<file path="src/hw/rtl/ist_pkg.sv">
// Shared types, constants and helpers for the stash table.
`default_nettype none

package ist_pkg;

  localparam int DEPTH       = 16;
  localparam int MAX_RESULTS = 16;
  localparam int IDX_W       = (DEPTH > 1) ? $clog2(DEPTH) : 1;
  localparam int CNT_W       = $clog2(DEPTH + 1);
  localparam int NUM_W       = $clog2(MAX_RESULTS + 1);

  typedef enum logic [2:0] {
    OP_SET      = 3'd0,
    OP_GET      = 3'd1,
    OP_CLR_LOCO = 3'd2,
    OP_CLR_ALL  = 3'd3,
    OP_LIST     = 3'd4
  } op_t;

  typedef enum logic [1:0] {
    ST_IDLE,
    ST_SCAN,
    ST_FILL,
    ST_RESP
  } state_t;

  typedef struct packed {
    logic [15:0] key;
    logic [15:0] value;
  } entry_t;

  typedef struct packed {
    logic   shift;
    entry_t wb;
  } ring_ctl_t;

  typedef struct packed {
    logic [15:0] out_key_id;
    logic [15:0] out_loco_id;
    logic        status;
    logic        last;
  } rsp_t;

  // Magnitude as 17 bits so that the most negative value has its own code.
  function automatic logic [16:0] mag17(input logic [15:0] v);
    logic [16:0] ext;
    ext = {v[15], v};
    return ext[16] ? (~ext + 17'd1) : ext;
  endfunction

endpackage

`default_nettype wire

</file>
<file path="src/hw/rtl/ist_req_if.sv">
// Request channel: operation, key and value with valid/ready.
`default_nettype none

interface ist_req_if;
  logic               valid;
  logic               ready;
  logic [2:0]         operation;
  logic signed [15:0] key_id;
  logic signed [15:0] loco_id;

  modport source (output valid, output operation, output key_id, output loco_id,
                  input ready);
  modport sink   (input valid, input operation, input key_id, input loco_id,
                  output ready);
endinterface

`default_nettype wire

</file>
<file path="src/hw/rtl/ist_rsp_if.sv">
// Response channel: reported key, value, status and last with valid/ready.
`default_nettype none

interface ist_rsp_if;
  logic               valid;
  logic               ready;
  logic signed [15:0] out_key_id;
  logic signed [15:0] out_loco_id;
  logic               status;
  logic               last;

  modport source (output valid, output out_key_id, output out_loco_id,
                  output status, output last, input ready);
  modport sink   (input valid, input out_key_id, input out_loco_id,
                  input status, input last, output ready);
endinterface

`default_nettype wire

</file>
<file path="src/hw/rtl/ist_cell.sv">
// One slot of the rotating entry ring.
`default_nettype none

module ist_cell (
  input  wire logic           clk,
  input  wire logic           shift,
  input  wire ist_pkg::entry_t d,
  output      ist_pkg::entry_t q
);
  import ist_pkg::*;

  entry_t entry;

  always_ff @(posedge clk) begin
    if (shift) begin
      entry <= d;
    end
  end

  assign q = entry;

endmodule

`default_nettype wire

</file>
<file path="src/hw/rtl/ist_ctrl.sv">
// Sequencer: walks the ring, editing its head, one slot per cycle unless rsp stalls.
`default_nettype none

module ist_ctrl (
  input  wire logic              clk,
  input  wire logic              rst,
  ist_req_if.sink                req,
  ist_rsp_if.source              rsp,
  input  wire ist_pkg::entry_t   head,
  output      ist_pkg::ring_ctl_t ring
);
  import ist_pkg::*;

  state_t            state, state_next;
  logic [IDX_W-1:0]  step, step_next;
  logic [2:0]        op, op_next;
  logic [15:0]       key, key_next;
  logic [15:0]       val, val_next;
  logic              found, found_next;
  logic [15:0]       fval, fval_next;
  logic              empty_ok, empty_ok_next;
  logic [IDX_W-1:0]  empty_idx, empty_idx_next;
  logic [IDX_W-1:0]  target, target_next;
  logic              grow, grow_next;
  logic              full, full_next;
  entry_t            pend, pend_next;
  logic              pend_ok, pend_ok_next;
  logic [NUM_W-1:0]  n, n_next;
  logic [CNT_W-1:0]  slots_used, slots_used_next;

  rsp_t              rsp_q;
  logic              rsp_valid;
  logic              out_load;
  rsp_t              out_data;
  logic              out_free;

  logic [IDX_W-1:0]  head_idx;
  logic              used;
  logic              key_hit;
  logic              go;

  // Slot DEPTH-1 reaches the head first, so the walk runs newest slot first.
  assign head_idx = IDX_W'(DEPTH - 1) - step;
  assign used     = CNT_W'(head_idx) < slots_used;
  assign key_hit  = head.key == key;
  assign out_free = !rsp_valid || rsp.ready;
  assign req.ready = (state == ST_IDLE);

  always_ff @(posedge clk) begin
    if (rst) begin
      state      <= ST_IDLE;
      step       <= '0;
      slots_used <= '0;
      rsp_valid  <= 1'b0;
    end else begin
      state      <= state_next;
      step       <= step_next;
      slots_used <= slots_used_next;
      if (out_load) begin
        rsp_valid <= 1'b1;
      end else if (rsp.ready) begin
        rsp_valid <= 1'b0;
      end
    end
  end

  always_ff @(posedge clk) begin
    op        <= op_next;
    key       <= key_next;
    val       <= val_next;
    found     <= found_next;
    fval      <= fval_next;
    empty_ok  <= empty_ok_next;
    empty_idx <= empty_idx_next;
    target    <= target_next;
    grow      <= grow_next;
    full      <= full_next;
    pend      <= pend_next;
    pend_ok   <= pend_ok_next;
    n         <= n_next;
    if (out_load) begin
      rsp_q <= out_data;
    end
  end

  always_comb begin
    state_next      = state;
    step_next       = step;
    op_next         = op;
    key_next        = key;
    val_next        = val;
    found_next      = found;
    fval_next       = fval;
    empty_ok_next   = empty_ok;
    empty_idx_next  = empty_idx;
    target_next     = target;
    grow_next       = grow;
    full_next       = full;
    pend_next       = pend;
    pend_ok_next    = pend_ok;
    n_next          = n;
    slots_used_next = slots_used;
    ring.shift      = 1'b0;
    ring.wb         = head;
    out_load        = 1'b0;
    out_data        = '0;
    go              = 1'b1;

    unique case (state)
      ST_IDLE: begin
        if (req.valid) begin
          op_next       = req.operation;
          key_next      = req.key_id;
          val_next      = req.loco_id;
          found_next    = 1'b0;
          empty_ok_next = 1'b0;
          grow_next     = 1'b0;
          full_next     = 1'b0;
          pend_ok_next  = 1'b0;
          n_next        = '0;
          step_next     = '0;
          // Unknown operations are taken and dropped without a response.
          if (req.operation <= OP_LIST) begin
            state_next = ST_SCAN;
          end
        end
      end

      ST_SCAN: begin
        unique case (op)
          OP_SET: begin
            if (used && !found && key_hit) begin
              ring.wb.value = val;
              if (val == 16'd0) begin
                ring.wb.key = 16'd0;
              end
              found_next = 1'b1;
            end
            if (used && !empty_ok && head.value == 16'd0) begin
              empty_ok_next  = 1'b1;
              empty_idx_next = head_idx;
            end
          end
          OP_GET: begin
            if (used && !found && key_hit) begin
              found_next = 1'b1;
              fval_next  = head.value;
            end
          end
          OP_CLR_LOCO: begin
            if (used && mag17(head.value) == mag17(val)) begin
              ring.wb = '0;
            end
          end
          OP_CLR_ALL: begin
            if (used) begin
              ring.wb = '0;
            end
          end
          OP_LIST: begin
            if (used && head.value != 16'd0 && (key == 16'd0 || key_hit) &&
                n < NUM_W'(MAX_RESULTS)) begin
              // The held match goes out only once a later one proves it is not last.
              if (pend_ok) begin
                if (out_free) begin
                  out_load = 1'b1;
                  out_data = '{out_key_id: pend.key, out_loco_id: pend.value,
                               status: 1'b0, last: 1'b0};
                end else begin
                  go = 1'b0;
                end
              end
              if (go) begin
                pend_next    = head;
                pend_ok_next = 1'b1;
                n_next       = n + NUM_W'(1);
              end
            end
          end
          default: ;
        endcase

        if (go) begin
          ring.shift = 1'b1;
          step_next  = step + IDX_W'(1);
          if (step == IDX_W'(DEPTH - 1)) begin
            step_next  = '0;
            state_next = ST_RESP;
            if (op == OP_SET && !found_next && val != 16'd0) begin
              if (empty_ok_next) begin
                target_next = empty_idx_next;
                state_next  = ST_FILL;
              end else if (slots_used < CNT_W'(DEPTH)) begin
                target_next = IDX_W'(slots_used);
                grow_next   = 1'b1;
                state_next  = ST_FILL;
              end else begin
                full_next = 1'b1;
              end
            end
          end
        end
      end

      ST_FILL: begin
        ring.shift = 1'b1;
        if (head_idx == target) begin
          ring.wb.key   = key;
          ring.wb.value = val;
        end
        step_next = step + IDX_W'(1);
        if (step == IDX_W'(DEPTH - 1)) begin
          step_next  = '0;
          state_next = ST_RESP;
          if (grow) begin
            slots_used_next = slots_used + CNT_W'(1);
          end
        end
      end

      ST_RESP: begin
        if (out_free) begin
          out_load   = 1'b1;
          state_next = ST_IDLE;
          unique case (op)
            OP_SET:      out_data = '{out_key_id: key, out_loco_id: val,
                                      status: full, last: 1'b1};
            OP_GET:      out_data = '{out_key_id: key,
                                      out_loco_id: found ? fval : 16'd0,
                                      status: 1'b0, last: 1'b1};
            OP_CLR_LOCO: out_data = '{out_key_id: 16'd0, out_loco_id: val,
                                      status: 1'b0, last: 1'b1};
            OP_LIST: begin
              if (pend_ok) begin
                out_data = '{out_key_id: pend.key, out_loco_id: pend.value,
                             status: 1'b0, last: 1'b1};
              end else begin
                out_data = '{out_key_id: key, out_loco_id: 16'd0,
                             status: 1'b0, last: 1'b1};
              end
            end
            default:     out_data = '{out_key_id: 16'd0, out_loco_id: 16'd0,
                                      status: 1'b0, last: 1'b1};
          endcase
        end
      end

      default: state_next = ST_IDLE;
    endcase
  end

  assign rsp.valid       = rsp_valid;
  assign rsp.out_key_id  = rsp_q.out_key_id;
  assign rsp.out_loco_id = rsp_q.out_loco_id;
  assign rsp.status      = rsp_q.status;
  assign rsp.last        = rsp_q.last;

  a_slots_bound: assert property (@(posedge clk) disable iff (rst)
    slots_used <= CNT_W'(DEPTH))
    else $error("slot count beyond table depth");

  a_no_overwrite: assert property (@(posedge clk) disable iff (rst)
    out_load |-> out_free)
    else $error("response register loaded while still occupied");

  a_idle_step: assert property (@(posedge clk) disable iff (rst)
    state == ST_IDLE |-> step == '0)
    else $error("walk position not rewound at idle");

  a_start: assert property (@(posedge clk) disable iff (rst)
    (req.valid && req.ready && req.operation <= OP_LIST) |=> state == ST_SCAN)
    else $error("accepted request did not start a walk");

  a_list_cap: assert property (@(posedge clk) disable iff (rst)
    state != ST_IDLE |-> n <= NUM_W'(MAX_RESULTS))
    else $error("list match count beyond result limit");

endmodule

`default_nettype wire

</file>
<file path="src/hw/rtl/id_stash_table_core.sv">
// Top level of the stash table: ring of entry cells and its sequencer.
//
//   channel  direction  fields
//   req      in         operation, key_id, loco_id
//   rsp      out        out_key_id, out_loco_id, status, last
//
// Every known operation walks the whole ring once, one slot reaching the head per cycle
// unless a list match waits on rsp; a set that must allocate walks it a second time to write.
// The request is taken before the walk and the final response is posted after it, waiting
// while rsp stalls; an unknown operation is taken and posts nothing. Requests wait until
// the previous last response is registered.
// Reset clears the slot count and the control state; entries are undefined until written.
`default_nettype none

module id_stash_table_core (
  input  wire logic clk,
  input  wire logic rst,
  ist_req_if.sink   req,
  ist_rsp_if.source rsp
);
  import ist_pkg::*;

  entry_t    cell_q [DEPTH];
  ring_ctl_t ring;

  ist_ctrl u_ctrl (
    .clk  (clk),
    .rst  (rst),
    .req  (req),
    .rsp  (rsp),
    .head (cell_q[DEPTH-1]),
    .ring (ring)
  );

  // Each cell passes its entry up one place per shift; the head wraps to cell 0.
  for (genvar j = 0; j < DEPTH; j++) begin : g_cell
    if (j == 0) begin : g_first
      ist_cell u_cell (
        .clk   (clk),
        .shift (ring.shift),
        .d     (ring.wb),
        .q     (cell_q[j])
      );
    end else begin : g_rest
      ist_cell u_cell (
        .clk   (clk),
        .shift (ring.shift),
        .d     (cell_q[j-1]),
        .q     (cell_q[j])
      );
    end
  end

endmodule

`default_nettype wire
</file>
<file path="src/flat_wrapper.sv">
// flat-port wrapper written by rule: the top's interface ports become plain ports
module id_stash_table_core_flat import ist_pkg::*;
  (clk, rst, req_valid, req_operation, req_key_id, req_loco_id, req_ready, rsp_valid, rsp_out_key_id, rsp_out_loco_id, rsp_status, rsp_last, rsp_ready);
  ist_req_if req_i ();
  ist_rsp_if rsp_i ();
  input  wire logic clk;
  input  wire logic rst;
  input wire logic [$bits(req_i.valid)-1:0] req_valid;
  input wire logic [$bits(req_i.operation)-1:0] req_operation;
  input wire logic [$bits(req_i.key_id)-1:0] req_key_id;
  input wire logic [$bits(req_i.loco_id)-1:0] req_loco_id;
  output wire logic [$bits(req_i.ready)-1:0] req_ready;
  output wire logic [$bits(rsp_i.valid)-1:0] rsp_valid;
  output wire logic [$bits(rsp_i.out_key_id)-1:0] rsp_out_key_id;
  output wire logic [$bits(rsp_i.out_loco_id)-1:0] rsp_out_loco_id;
  output wire logic [$bits(rsp_i.status)-1:0] rsp_status;
  output wire logic [$bits(rsp_i.last)-1:0] rsp_last;
  input wire logic [$bits(rsp_i.ready)-1:0] rsp_ready;
  assign req_i.valid = req_valid;
  assign req_i.operation = req_operation;
  assign req_i.key_id = req_key_id;
  assign req_i.loco_id = req_loco_id;
  assign req_ready = req_i.ready;
  assign rsp_valid = rsp_i.valid;
  assign rsp_out_key_id = rsp_i.out_key_id;
  assign rsp_out_loco_id = rsp_i.out_loco_id;
  assign rsp_status = rsp_i.status;
  assign rsp_last = rsp_i.last;
  assign rsp_i.ready = rsp_ready;
  id_stash_table_core u_core (.clk(clk), .rst(rst), .req(req_i), .rsp(rsp_i));
endmodule
</file>
<file path="config.mk">
export PLATFORM = sky130hd
export DESIGN_NAME = id_stash_table_core_flat
export DESIGN_NICKNAME = d
export VERILOG_FILES = /design/src/hw/rtl/ist_pkg.sv /design/src/hw/rtl/ist_req_if.sv /design/src/hw/rtl/ist_rsp_if.sv /design/src/hw/rtl/ist_cell.sv /design/src/hw/rtl/ist_ctrl.sv /design/src/hw/rtl/id_stash_table_core.sv /design/src/flat_wrapper.sv
export SDC_FILE = /design/constraint.sdc
export NUM_CORES = 1
export LEC_CHECK = 0
export BUFFER_PORTS_ARGS = -buffer_cell sky130_fd_sc_hd__buf_2
export CAP_MARGIN = 20
export CELL_PAD_IN_SITES_DETAIL_PLACEMENT = 1
export CELL_PAD_IN_SITES_GLOBAL_PLACEMENT = 1
export CORE_AREA = 2 2 308 310
export CTS_CLUSTER_SIZE = 10
export DETAILED_ROUTE_END_ITERATION = 7
export DIE_AREA = 0 0 310 312
export MAX_ROUTING_LAYER = met4
export PLACE_DENSITY = 0.41
export SLEW_MARGIN = 25
export SYNTH_ARGS = -nofsm -noshare
export SYNTH_HDL_FRONTEND = slang
export SYNTH_HIERARCHICAL = 1
export SYNTH_SLANG_ARGS = --single-unit
</file>
<file path="constraint.sdc">
create_clock -name clk -period 47.4 [get_ports clk]
set_input_delay 4.74 -clock clk [delete_from_list [all_inputs] [get_ports clk]]
set_output_delay 4.74 -clock clk [all_outputs]
set_load 0.02 [all_outputs]
</file>
==> results.sh <==
export IMPL_power_density_nw_per_um2=57.2
export IMPL_clk_latency_ns=0.62
export IMPL_crit_path_start_kind="input pin"
export IMPL_max_freq_mhz=122
export IMPL_fp_dieW_um=310
export IMPL_leakage_nw=8.40
export IMPL_path_max_fanout=88
export IMPL_tightestPinTransition_ns=0.979
export IMPL_relSlewSlack_pct=34.8
export IMPL_layout_drive_gt1_share_pct=14.1
export IMPL_holdPathEnd="u_core/g_cell[5].g_rest.u_cell/q[31]$_DFFE_PP_"
export IMPL_ir_drop_mv=0.0258
export IMPL_place_congestion=0.729
export IMPL_core_area_um2=93000
export IMPL_yosysUniqueCellTypes=59
export IMPL_wirelength_mm=49.7
export IMPL_finalClockSkew_ns=0.0235
export IMPL_yosysTopAreaCellShare_pct=84.1
export IMPL_num_rows=112
export IMPL_hp_class="reg -> reg"
export IMPL_grt_max_degree=187
export IMPL_drc_errors=0
export IMPL_cts_setup_buffers=0
export IMPL_drtAntennaViolNets=0
export IMPL_cts_tree="yes"
export IMPL_cp_num_buf_inv=5
export IMPL_htreeDepth=3
export IMPL_synthCells=1231
export IMPL_crit_path_end_kind="register"
export IMPL_first_pass_iters=5
export IMPL_min_from="u_core/g_cell[4].g_rest.u_cell/q[31]$_DFFE_PP_"
export IMPL_slowest_stage="buf_4"
export IMPL_clk_pin_slew_worst_paths_ns=0.05
export IMPL_syn_nets=1282
export IMPL_synth_seq_cells=659
export IMPL_critPathKind="in -> reg"
export IMPL_start_util_pct=24.8
export IMPL_ys_warn_count=6
export IMPL_grt_pass1_vias=11500
export IMPL_path_depth=9
export IMPL_grt_antenna_before_repair=9
export IMPL_syn_area_per_cell_um2=18.8
export IMPL_hold_buffers=0
export IMPL_cts_buffer_depth=3
export IMPL_grt_use_total_pct=10.7
export IMPL_crit_required_ns=47.63
export IMPL_die_area_um2=96700
export IMPL_crit_path_max_incr_delay_ns=0.75
export IMPL_io_pins=75
export IMPL_die_y_um=312
export IMPL_r2r_slack_ns=41.12
export IMPL_setup_viol=0
export IMPL_synth_area_um2=23100
export IMPL_clkSinkCount=659
export IMPL_r2r_cells=12
export IMPL_path_common_cell="buf_6"
export IMPL_area_growth_pct=18.2
export IMPL_slew_viol_final=0
export IMPL_crit_arrival_ns=8.41
export IMPL_cts_resized=0
export IMPL_wl_per_cell_um=18.8
export IMPL_grt_pass1_wl_mm=75.4
export IMPL_finalSetupTns_ns=0
export IMPL_critPathTopFamily="buffers and inverters"
export IMPL_finalCriticalPeriod_ns=8.18
export IMPL_yosys_area_top_type="edfxtp_1"
export IMPL_final_nets=1410
export IMPL_finalCritPeriodShare_pct=17.3
export IMPL_clockRootBuffer="clkbuf_16"
export IMPL_drt_iter0_markers=912
export IMPL_grt_remaining_overflow=0
export IMPL_grt_setup_unrepaired="no"
export IMPL_vias_per_cell=4.14
export IMPL_dp_hpwl_mm=30.7
export IMPL_synth_edf_count=647
export IMPL_numPortBuffers=74
export IMPL_hold_slack_ns=0.401
export IMPL_seq_area_frac_synth_pct=85.1
export IMPL_r2r_start="u_core/g_cell[15].g_rest.u_cell/q[1]$_DFFE_PP_"
export IMPL_worstHoldPathCells=0
export IMPL_synth_ff_type="edfxtp_1"
export IMPL_maxCapViolCount=0
export IMPL_async_flop_share_pct=0
export IMPL_crit_chain="buf_2 -> nor2b_1 -> nand3_1 -> o31ai_1 -> a21oi_4 -> buf_4 -> buf_6 -> buf_6 -> buf_6"
export IMPL_vias=11000
export IMPL_status="complete, no violations"
export IMPL_cts_made_buffers=78
export IMPL_r2r_end="u_core/g_cell[10].g_rest.u_cell/q[12]$_DFFE_PP_"
export IMPL_yosys_top_cells_area="edfxtp_1, xnor2_1, nor2_1, a22oi_1, a21oi_1"
export IMPL_hold_viol=0
sequential cells by signal, indices dropped and copies added, names as in the netlist, 5 cells and up:
| name | count |
|---|---|
| u_core/u_ctrl/key | 16 |
| u_core/u_ctrl/rsp.out_loco_id | 16 |
| u_core/u_ctrl/fval | 16 |
| u_core/u_ctrl/n | 5 |
| u_core/u_ctrl/slots_used | 5 |
| u_core/u_ctrl/val | 16 |
| u_core/u_ctrl/rsp.out_key_id | 16 |
| u_core/g_cell.g_rest.u_cell/q | 480 |
| u_core/g_cell.g_first.u_cell/q | 32 |
| u_core/u_ctrl/pend | 32 |
Yosys cell counts (all sizes together), types with 4 or more instances:
| master | n |
|---|---|
| nand4 | 25 |
| nor2b | 6 |
| nor3b | 4 |
| a22oi | 33 |
| and3 | 7 |
| ha | 12 |
| xnor2 | 50 |
| nor3 | 9 |
| or4 | 4 |
| nand2 | 60 |
| o31ai | 5 |
| mux2i | 4 |
| and2 | 4 |
| o211ai | 17 |
| buf | 4 |
| or3 | 5 |
| o41ai | 5 |
| a21oi | 49 |
| xor2 | 13 |
| clkbuf | 39 |
| edfxtp | 647 |
| dfxtp | 12 |
| inv | 16 |
| nand3 | 12 |
| a22o | 16 |
| nor4 | 13 |
| nor2 | 85 |
| o21ai | 36 |
metrics by stage:
| stage | power, mW | cells | utilization [%] | worst slack, ns | instance area [um2] |
|---|---|---|---|---|---|
| floorplan | 1.08 | 1231 | - | 16.32 | 23100 |
| finish | 1.56 | 2642 | 29.3 | 39.22 | 27300 |
| CTS | 1.60 | 2639 | 29.3 | 38.37 | 27300 |
| global placement | 1.05 | 2532 | 26.9 | 37.85 | 25000 |
| detailed placement | 1.05 | 2532 | 26.9 | 37.71 | 25000 |
| global route | 1.64 | 2642 | 29.3 | 38.89 | 27300 |
worst max path at each step:
stage,from,to,slack (ns)
after floorplan,rsp_ready,u_core/g_cell[0].g_first.u_cell/q[0]$_DFFE_PP_,16.32
after global placement,rsp_ready,u_core/g_cell[4].g_rest.u_cell/q[8]$_DFFE_PP_,37.85
after detailed placement,rsp_ready,u_core/g_cell[8].g_rest.u_cell/q[13]$_DFFE_PP_,37.71
after CTS,rsp_ready,u_core/g_cell[3].g_rest.u_cell/q[7]$_DFFE_PP_,38.37
after global routing,rsp_ready,u_core/g_cell[3].g_rest.u_cell/q[8]$_DFFE_PP_,38.89
final,rsp_ready,u_core/g_cell[10].g_rest.u_cell/q[12]$_DFFE_PP_,39.22
logic make-up (layout without fill, tap and decap cells):
kind of cell / count (synthesis) / count (layout) / share of synthesized area, %
xor gates and xnor gates: 64 / 64 / 2.49
DFF: 659 / 659 / 85.1
AOI/OAI and AO/OA: 189 / 189 / 5.44
muxes: 6 / 6 / 0.271
buffers and inverters: 62 / 217 / 1.10
and+or+nand+nor: 239 / 239 / 4.93
other: 0 / 2 / 0
adders and majority gates: 12 / 12 / 0.650
layer usage:
layer,up-vias,track usage [%],part of all wire [%]
met1,5636,15.3,50
met2,179,15.2,44
met4,0,3.47,2.2
li1,5055,-,-
met3,80,2.33,4.1
met5,-,-,0
report_power, final:
part / internal, mW / total [mW] / switching [mW] / leakage, nW
clock network: 0.304 / 0.527 / 0.223 / 1.07
registers: 0.790 / 0.838 / 0.0482 / 5.97
logic: 0.0500 / 0.196 / 0.146 / 1.36
cells in the final DEF, fill, tap and decap left out, types with 13 or more instances in the layout:
cell type	instances
a21oi_1	48
a22oi_1	33
o211ai_1	17
edfxtp_1	647
buf_2	74
xnor2_1	50
inv_1	16
xor2_1	13
nor2_1	84
nand2_1	60
o21ai_0	34
a22o_1	16
nand4_1	25
clkbuf_16	78
clkbuf_1	14
layout make-up:
| class | count | area, um2 |
|---|---|---|
| fill | 9568 | 65700 |
| sequential | 659 | 19700 |
| multi-input combinational | 510 | 3230 |
| clock buffer | 95 | 2050 |
| tap | 1254 | 1570 |
| timing repair buffer | 91 | 542 |
| clock inverter | 12 | 171 |
| inverter | 19 | 71.3 |
| antenna | 2 | 5.00 |
Note: power is estimated with default switching activity, not from simulation.
